**config.mk**
```make
export PLATFORM = sky130hd
export DESIGN_NAME = keyframe_record_packer
export DESIGN_NICKNAME = d
export VERILOG_FILES = /design/src/design/kfrp_pkg.sv /design/src/design/kfrp_varint_sr.sv /design/src/design/kfrp_byte_sr.sv /design/src/design/keyframe_record_packer.sv
export SDC_FILE = /design/constraint.sdc
export NUM_CORES = 1
export LEC_CHECK = 0
export ABC_AREA = 1
export BUFFER_PORTS_ARGS = -buffer_cell sky130_fd_sc_hd__buf_2
export CORE_UTILIZATION = 40
export CTS_CLUSTER_DIAMETER = 120
export DETAILED_ROUTE_END_ITERATION = 12
export HOLD_SLACK_MARGIN = 0.1
export PLACE_DENSITY = 0.6
export SYNTH_ARGS = -nofsm -noshare
export SYNTH_HDL_FRONTEND = slang
export SYNTH_SLANG_ARGS = --single-unit
export TNS_END_PERCENT = 20
```
**constraint.sdc**
```tcl
create_clock -name clk -period 2.8 [get_ports clk]
set_input_delay 0 -clock clk [delete_from_list [all_inputs] [get_ports clk]]
set_output_delay 0 -clock clk [all_outputs]
set_load 0.005 [all_outputs]
```
**src/design/kfrp_pkg.sv**
```systemverilog
// Types and constants of the keyframe record packer.
`default_nettype none

package kfrp_pkg;

  localparam int FIELD_W    = 32;
  localparam int BYTE_W     = 8;
  localparam int DIGIT_W    = 7;
  localparam int VALUE_BYTES = FIELD_W / BYTE_W;
  localparam int BCNT_W     = $clog2(VALUE_BYTES);

  localparam logic [BYTE_W-1:0] KEY_FRAME  = 8'd67;
  localparam logic [BYTE_W-1:0] KEY_VALUE  = 8'd68;
  localparam logic [BYTE_W-1:0] KEY_INTERP = 8'd69;

  typedef struct packed {
    logic [FIELD_W-1:0] frame_number;
    logic [FIELD_W-1:0] value_bits;
    logic [FIELD_W-1:0] interpolator_id;
  } in_t;

  typedef struct packed {
    logic [BYTE_W-1:0] out_byte;
    logic              record_end;
  } out_t;

  // Control of one shift register: parallel load or one digit shift.
  typedef struct packed {
    logic load;
    logic shift;
  } sr_ctl_t;

endpackage

`default_nettype wire

```
**src/design/kfrp_varint_sr.sv**
```systemverilog
// Varint shift register: emits a 32-bit value seven bits per shift.
`default_nettype none

module kfrp_varint_sr (
  input  wire logic                         clk,
  input  wire kfrp_pkg::sr_ctl_t            ctl,
  input  wire logic [kfrp_pkg::FIELD_W-1:0] load_val,
  output logic      [kfrp_pkg::DIGIT_W-1:0] digit,
  output logic                              more,
  output logic                              nonzero
);

  logic [kfrp_pkg::FIELD_W-1:0] val_r;
  logic [kfrp_pkg::FIELD_W-1:0] val_nxt;

  always_comb begin
    val_nxt = val_r;
    if (ctl.load) begin
      val_nxt = load_val;
    end else if (ctl.shift) begin
      val_nxt = val_r >> kfrp_pkg::DIGIT_W;
    end
  end

  always_ff @(posedge clk) begin
    val_r <= val_nxt;
  end

  assign digit   = val_r[kfrp_pkg::DIGIT_W-1:0];
  // more bytes follow while anything is left above the current digit
  assign more    = |val_r[kfrp_pkg::FIELD_W-1:kfrp_pkg::DIGIT_W];
  assign nonzero = |val_r;

endmodule

`default_nettype wire

```
**src/design/kfrp_byte_sr.sv**
```systemverilog
// Byte shift register: emits a 32-bit word lowest byte first.
`default_nettype none

module kfrp_byte_sr (
  input  wire logic                         clk,
  input  wire logic                         rst_n,
  input  wire kfrp_pkg::sr_ctl_t            ctl,
  input  wire logic [kfrp_pkg::FIELD_W-1:0] load_val,
  output logic      [kfrp_pkg::BYTE_W-1:0]  byte_out,
  output logic                              last
);

  logic [kfrp_pkg::FIELD_W-1:0] val_r;
  logic [kfrp_pkg::FIELD_W-1:0] val_nxt;
  logic [kfrp_pkg::BCNT_W-1:0]  cnt_r;
  logic [kfrp_pkg::BCNT_W-1:0]  cnt_nxt;

  always_comb begin
    val_nxt = val_r;
    cnt_nxt = cnt_r;
    if (ctl.load) begin
      val_nxt = load_val;
      cnt_nxt = '0;
    end else if (ctl.shift) begin
      val_nxt = val_r >> kfrp_pkg::BYTE_W;
      cnt_nxt = cnt_r + kfrp_pkg::BCNT_W'(1);
    end
  end

  always_ff @(posedge clk) begin
    val_r <= val_nxt;
  end

  always_ff @(posedge clk) begin
    if (!rst_n) begin
      cnt_r <= '0;
    end else begin
      cnt_r <= cnt_nxt;
    end
  end

  assign byte_out = val_r[kfrp_pkg::BYTE_W-1:0];
  assign last     = (cnt_r == kfrp_pkg::BCNT_W'(kfrp_pkg::VALUE_BYTES - 1));

endmodule

`default_nettype wire

```
**src/design/keyframe_record_packer.sv**
```systemverilog
// Keyframe record packer: one keyframe in, a 7 to 17 byte record out.
// The first byte is produced from state S_KEYF into the output register after the
// keyframe is accepted. Throughput: one byte per cycle while out_ready does not stall
// the output, set by the byte sequencer and its single output register.
// A new keyframe is taken only while the sequencer is idle.
// Reset (rst_n low, synchronous) idles the sequencer and empties the output.
`default_nettype none

module keyframe_record_packer (
  input  wire logic          clk,
  input  wire logic          rst_n,
  input  wire logic          in_valid,
  output logic               in_ready,
  input  wire kfrp_pkg::in_t in_data,
  output logic               out_valid,
  input  wire logic          out_ready,
  output kfrp_pkg::out_t     out_data
);

  // Sequencer: one state per section of the record.
  typedef enum logic [6:0] {
    S_IDLE   = 7'b0000001,
    S_KEYF   = 7'b0000010,
    S_FRAME  = 7'b0000100,
    S_KEYV   = 7'b0001000,
    S_VAL    = 7'b0010000,
    S_KEYI   = 7'b0100000,
    S_INTERP = 7'b1000000
  } state_t;

  state_t state_r, state_nxt;

  logic           out_valid_r, out_valid_nxt;
  kfrp_pkg::out_t out_data_r, out_data_nxt;

  logic in_fire;
  logic step;      // a byte is produced into the output register this cycle

  kfrp_pkg::sr_ctl_t frame_ctl, val_ctl, interp_ctl;

  logic [kfrp_pkg::DIGIT_W-1:0] frame_digit, interp_digit;
  logic                         frame_more, interp_more, interp_nz;
  logic                         frame_nz_unused;
  logic [kfrp_pkg::BYTE_W-1:0]  val_byte;
  logic                         val_last;

  assign in_ready = (state_r == S_IDLE);
  assign in_fire  = in_valid && in_ready;
  assign step     = (state_r != S_IDLE) && (!out_valid_r || out_ready);

  // Digit shifters for the two varints and the raw value word.
  kfrp_varint_sr u_frame_sr (
    .clk      (clk),
    .ctl      (frame_ctl),
    .load_val (in_data.frame_number),
    .digit    (frame_digit),
    .more     (frame_more),
    .nonzero  (frame_nz_unused)
  );

  kfrp_byte_sr u_val_sr (
    .clk      (clk),
    .rst_n    (rst_n),
    .ctl      (val_ctl),
    .load_val (in_data.value_bits),
    .byte_out (val_byte),
    .last     (val_last)
  );

  kfrp_varint_sr u_interp_sr (
    .clk      (clk),
    .ctl      (interp_ctl),
    .load_val (in_data.interpolator_id),
    .digit    (interp_digit),
    .more     (interp_more),
    .nonzero  (interp_nz)
  );

  always_comb begin
    state_nxt        = state_r;
    out_data_nxt     = out_data_r;
    frame_ctl.load   = in_fire;
    frame_ctl.shift  = 1'b0;
    val_ctl.load     = in_fire;
    val_ctl.shift    = 1'b0;
    interp_ctl.load  = in_fire;
    interp_ctl.shift = 1'b0;

    if (step) begin
      out_data_nxt.record_end = 1'b0;
      case (state_r)
        S_KEYF: begin
          out_data_nxt.out_byte = kfrp_pkg::KEY_FRAME;
          state_nxt             = S_FRAME;
        end
        S_FRAME: begin
          out_data_nxt.out_byte = {frame_more, frame_digit};
          frame_ctl.shift       = 1'b1;
          if (!frame_more) begin
            state_nxt = S_KEYV;
          end
        end
        S_KEYV: begin
          out_data_nxt.out_byte = kfrp_pkg::KEY_VALUE;
          state_nxt             = S_VAL;
        end
        S_VAL: begin
          out_data_nxt.out_byte = val_byte;
          val_ctl.shift         = 1'b1;
          if (val_last) begin
            // zero id: the interpolator section is dropped
            if (interp_nz) begin
              state_nxt = S_KEYI;
            end else begin
              state_nxt               = S_IDLE;
              out_data_nxt.record_end = 1'b1;
            end
          end
        end
        S_KEYI: begin
          out_data_nxt.out_byte = kfrp_pkg::KEY_INTERP;
          state_nxt             = S_INTERP;
        end
        S_INTERP: begin
          out_data_nxt.out_byte = {interp_more, interp_digit};
          interp_ctl.shift      = 1'b1;
          if (!interp_more) begin
            state_nxt               = S_IDLE;
            out_data_nxt.record_end = 1'b1;
          end
        end
        default: begin
          state_nxt = S_IDLE;
        end
      endcase
    end else if (in_fire) begin
      state_nxt = S_KEYF;
    end
  end

  // Output register: filled on step, emptied when taken.
  always_comb begin
    out_valid_nxt = out_valid_r;
    if (step) begin
      out_valid_nxt = 1'b1;
    end else if (out_ready) begin
      out_valid_nxt = 1'b0;
    end
  end

  always_ff @(posedge clk) begin
    if (!rst_n) begin
      state_r     <= S_IDLE;
      out_valid_r <= 1'b0;
    end else begin
      state_r     <= state_nxt;
      out_valid_r <= out_valid_nxt;
    end
  end

  always_ff @(posedge clk) begin
    out_data_r <= out_data_nxt;
  end

  assign out_valid = out_valid_r;
  assign out_data  = out_data_r;

endmodule

`default_nettype wire

```
* After elaboration in Yosys (flattened, before gate mapping)
Cells that the tools add are included.
Operators by class: add/sub/neg operators 1, eq/ne operators 12, muxes and demuxes 26, bitwise logic cells 1, reduce and logical (&&, ||, !) cells 16
Operators with widths (number):
- $mux 32 | 6
- $reduce_or 25->1 | 2
- $pmux 8 s6 | 1
- $pmux 7 s6 | 1
- $mux 7 | 5
- $reduce_or 32->1 | 1
- $mux 1 | 11
- $reduce_bool 2->1 | 5
- $eq 7x1->1 const B | 1
- $eq 7x2->1 const B | 1
- $eq 7x3->1 const B | 1
- $eq 7x4->1 const B | 1
- $eq 7x5->1 const B | 1
- $eq 7x6->1 const B | 1
- $eq 7x7->1 const B | 1
- $ne 7x1->1 const B | 1
- $mux 6 | 1
- $ne 3x3->1 const B | 2
- $reduce_bool 6->1 | 1
- $reduce_and 4->1 | 1
- $ne 3x2->1 const B | 1
- $add 2x1->2 const B | 1
- $eq 2x2->1 const B | 1
- $logic_and 1x1->1 | 2
- other kinds (6) | 6
Storage, ports and cells: flip-flop bits (word level) 115, input bits 100, output and inout bits 11, logic and storage cells 64

* Depth between registers and ports, before layout
depth after elaboration 6, mapped depth 14

* By module
A second synthesis with hierarchy kept.
Second synthesis, totals: cells, all modules 638, area, all modules 5784.3 µm²
Modules (own cells, without submodules):
- kfrp_varint_sr at u_frame_sr | times used 1, cells each 158, area an instance 1587.8 µm², sequential area each 960.9 µm²
- kfrp_varint_sr at u_interp_sr | times used 1, cells each 176, area an instance 1580.3 µm², sequential area each 960.9 µm²
- kfrp_byte_sr | times used 1, cells each 149, area an instance 1549.0 µm², sequential area each 1001.0 µm²
- keyframe_record_packer | times used 1, cells each 155, area an instance 1067.3 µm², sequential area each 430.4 µm²

* Worst setup path before layout
Ideal clock, no wire load.
path kind flip-flop to flip-flop, start point register state_r[4], end point register u_val_sr.val_r[0] in the netlist's numbering, enable pin, library setup time 478 ps, arrival time 1715 ps, required time 2322 ps, path slack 607 ps, cell stages (with the launch flop) 9, clock period less this slack 2193 ps, cells stage by stage dfxtp_1 nor2_2 nand2_2 inv_2 nand2_4 clkinv_2 nand2_4 clkbuf_1 nand2_1
RTL lines:
- start: declaration | line keyframe_record_packer.sv:31 | state_t state_r, state_nxt;
- start signal: assignment | line keyframe_record_packer.sv:156 | state_r <= state_nxt;
- $eq 7x1->1 | line keyframe_record_packer.sv:47 | assign in_ready = (state_r == S_IDLE);
- named net in_ready | line keyframe_record_packer.sv:13 | output logic in_ready,
- $logic_and 1x1->1 | line keyframe_record_packer.sv:48 | assign in_fire = in_valid && in_ready;
- $reduce_bool 2->1 (no source line)
- end signal: assignment | line kfrp_byte_sr.sv:31 | val_r <= val_nxt;
- end: declaration | line kfrp_byte_sr.sv:13 | logic [kfrp_pkg::FIELD_W-1:0] val_r;
The timed path passes the listed nets, and every way through them passes these cells. A chain may end at the register's enable or synchronous reset.

* Worst setup path in the final report
start point register state_r[6], end point register u_frame_sr.val_r[19] in the netlist's numbering (data pin)
Between the ends: cells in the longest elaborated chain, start to end 3
RTL lines:
- $eq 7x1->1 | line keyframe_record_packer.sv:47
- $logic_and 1x1->1 | line keyframe_record_packer.sv:48
- $mux 32 | line kfrp_varint_sr.sv:18 | if (ctl.load) begin
- named net u_frame_sr.val_nxt, one bit | line kfrp_varint_sr.sv:14 | logic [kfrp_pkg::FIELD_W-1:0] val_nxt;
- end signal: assignment | line kfrp_varint_sr.sv:26 | val_r <= val_nxt;
- end: declaration | line kfrp_varint_sr.sv:13 | logic [kfrp_pkg::FIELD_W-1:0] val_r;
The timed path passes the listed nets, and every way through them passes these cells.

==> results.py <==
metrics = {
    "global_routing": {
        "grtUsageTotal_pct": 19.69,
        "antenna_found_initial": 0,
        "grt_max_degree": 48,
        "grt_overflow_total": 0,
        "grt_pass1_wl_mm": 21.41,
        "grt_pass1_vias": 4709,
    },
    "floorplanning": {
        "rows": 42,
        "die_x_um": 118.5,
        "die_y_um": 118.5,
        "core_area_um2": 13240,
        "die_area_um2": 14040,
        "ios": 111,
        "start_util_pct": 40.98,
    },
    "place": {
        "dp.cells": 885,
        "dp_hpwl_mm": 8.377,
        "place_congestion": 0.8379,
        "portBuffers": 110,
    },
    "flow_run": {
        "cap_viol_max_count": 0,
    },
    "clocking": {
        "h-tree-depth": 4,
        "numCtsBuffers": 17,
        "cts_tree": "yes",
        "clk_pin_slew_ns": 0.05,
        "post_cts_resize_count": 0,
        "clockBufferDepth": 2,
        "cts-root-buf": "clkbuf_16",
        "cts_sinks": 115,
        "clk_latency_ns": 0.41,
    },
    "sta": {
        "slew_violations": 0,
        "worst_pin_slew_ns": 0.4560,
        "max_freq_mhz": 485.0,
        "finClkSkew_ns": 0.006138,
        "relSlewSlack_pct": 69.60,
        "rsz0062_at_grt": "no",
        "finalCritPeriodShare_pct": 73.63,
        "setup_tns_ns": 0,
        "setup_viol": 0,
        "min_period_ns": 2.062,
        "hold_ws_ns": 0.1722,
        "hold_violations": 0,
    },
    "final_layout": {
        "fin_nets": 927,
        "n_antenna_cell": 0,
        "area_growth_syn_to_layout_pct": 41.92,
        "final_cell_mix": "nand2_1 (236), buf_2 (110), edfxtp_1 (105)",
        "multi_input_area_um2": 1704,
        "final_common_cell": "nand2_1",
        "num-fill-cells": 1196,
        "seqCellArea_um2": 3353,
        "drive_gt1_share_pct": 19.67,
        "layoutNonFillerInstCount": 1015,
    },
    "drt": {
        "wl_mm": 12.93,
        "vias_per_cell": 4.504,
        "routedWlPerCell_um": 12.73,
        "remaining_drc_errors": 0,
        "drt_iter0_drc": 283,
        "via_count": 4572,
        "ant_nets": 0,
        "dr.pass1.iters": 5,
    },
    "status": {
        "status": "completed",
    },
    "yosys": {
        "synth_compound_area_share_pct": 4.243,
        "synth_seq_area_share_pct": 61.79,
        "synthAdderAreaFrac_pct": 0.2306,
        "synthCells": 612,
        "ys_types": 26,
        "synthMuxAreaShare_pct": 0,
        "synth_fp_nets": 713,
        "yosys_warnings": 0,
        "synth_area_um2": 5426,
        "syn_avg_cell_area_um2": 8.867,
        "synth-simple-area-share_pct": 26.93,
        "synth_seq_cells": 115,
        "synth_xor_area_share_pct": 0,
        "synth_top_family_by_area": "simple AND/OR/NAND/NOR gates",
    },
    "critical_path": {
        "cp.required_ns": 2.96,
        "cpPeakStageDelay_ns": 0.41,
        "ff2ff_path_depth": 9,
        "worstSetupPathType": "register to register",
        "startpoint_type": "register",
        "critPathMaxFanout": 27,
        "r2r_end": "u_frame_sr.val_r[19]",
        "end_kind": "register",
        "slowest_stage": "inv_2",
        "path_cells": "nor2_2 > nand2_2 > inv_2 > nand2_4 > clkinv_2 > nand2_4 > inv_2 > buf_4 > o21ai_0",
        "reg2reg_slack_ns": 0.74,
        "worst_ep_arrival_time_ns": 2.22,
        "reg2reg_from": "state_r[6]",
    },
    "worst_hold_path": {
        "hold_depth": 3,
        "hp-start": "in_valid",
        "holdPathEnd": "u_interp_sr.val_r[31]",
        "hp-class": "input port to register",
    },
    "power": {
        "p_per_area_nw_per_um2": 934.7,
        "p_leak_uw": 0.003425,
        "ir_drop_v": 0.0004867,
    },
}
final cells by class:
type,instances,share of cell area (%)
clock buffer,17,5.524
clock inverter,15,1.592
inverter,72,3.526
multi-input combinational,404,22.13
sequential,115,43.54
tap,176,2.859
timing repair buffer,216,20.83
report_power, final:
part	switching [µW]	internal, µW	total [µW]
clock	722	1280	2000
combinational	1330	719	2050
sequential	268	2890	3150
total	2320	4880	7200
how the worst max path moves through the flow:
stage                     from  cells past startpoint  slack [ns]                   end
floorplan           state_r[4]                      8        0.61     u_val_sr.val_r[0]
global placement    state_r[6]                      9        0.81  u_frame_sr.val_r[19]
detailed placement  state_r[6]                      9        0.75  u_frame_sr.val_r[19]
CTS                 state_r[6]                     10        0.74    u_val_sr.val_r[14]
global route        state_r[1]                     10        0.58    u_val_sr.val_r[11]
finish              state_r[6]                      9        0.74  u_frame_sr.val_r[19]
cells in the mapped netlist:
cell / count / area, µm²
nand2_1: 236 / 885.9
edfxtp_1: 105 / 3153
nor2_1: 87 / 326.6
inv_1: 67 / 251.5
o21ai_0: 27 / 135.1
nand3_1: 18 / 90.09
clkbuf_1: 11 / 41.29
dfxtp_1: 10 / 200.2
buf_2: 9 / 45.04
o21ai_1: 6 / 30.03
a21oi_1: 5 / 25.02
inv_2: 4 / 15.01
nand2_2: 4 / 25.02
nor2_4: 4 / 45.04
nand3_2: 3 / 30.03
nor2_2: 3 / 18.77
nand2_4: 2 / 22.52
nand4_1: 2 / 12.51
o211ai_1: 2 / 15.01
a221oi_1: 1 / 8.760
buf_6: 1 / 11.26
clkinv_2: 1 / 5.000
ha_1: 1 / 12.51
nor3_1: 1 / 5.000
o21a_1: 1 / 7.510
o221ai_1: 1 / 8.760
registers in the layout, summed over array words and instances, names as in the netlist:
name	count
state_r	7
u_val_sr.cnt_r	2
u_val_sr.val_r	32
out_data	9
out_valid	1
u_frame_sr.val_r	32
u_interp_sr.val_r	32
layer usage:
layer / global-route usage, % / vias up / wire, µm
met2: 33.71 / 131 / 6357
li1: - / 2374 / -
met1: 23.63 / 2038 / 5736
met3: 3.958 / 29 / 502
met5: 0 / - / 0
met4: 9.731 / 0 / 329
through the flow:
step | util [%] | worst slack, ns | instance area [µm²] | total power [µW]
after floorplan | - | 0.6066 | 5426 | 4572
after global placement | 46.61 | 0.8093 | 6172 | 5061
after detailed placement | 46.61 | 0.7523 | 6172 | 5127
after CTS | 58.15 | 0.7434 | 7701 | 7236
after global routing | 58.15 | 0.5786 | 7701 | 7667
final | 58.15 | 0.7382 | 7701 | 7198
repair_timing:
item | in CTS | in global routing
endpoints found under the setup margin | 0 | 0
buffers inserted | 0 | 0
hold buffers | 98 | 0
endpoints found under the hold margin | 106 | 0
critical path: cells and delay by family, from the launching register on:
family / cells / cell delay [ns]
compound gates: 1 / 0.10
buf+inv: 4 / 0.86
flops: 1 / 0.33
simple gates: 4 / 0.51
logic make-up (layout without fill, tap and decap cells):
family | count (synthesis) | count (layout)
AND/OR/NAND/NOR | 360 | 360
flip-flops | 115 | 115
buffers and inverters | 93 | 320
AO/OA/AOI/OAI | 43 | 43
adder cells (fa/ha/maj) | 1 | 1
Note: power is estimated with default switching activity, not from simulation.
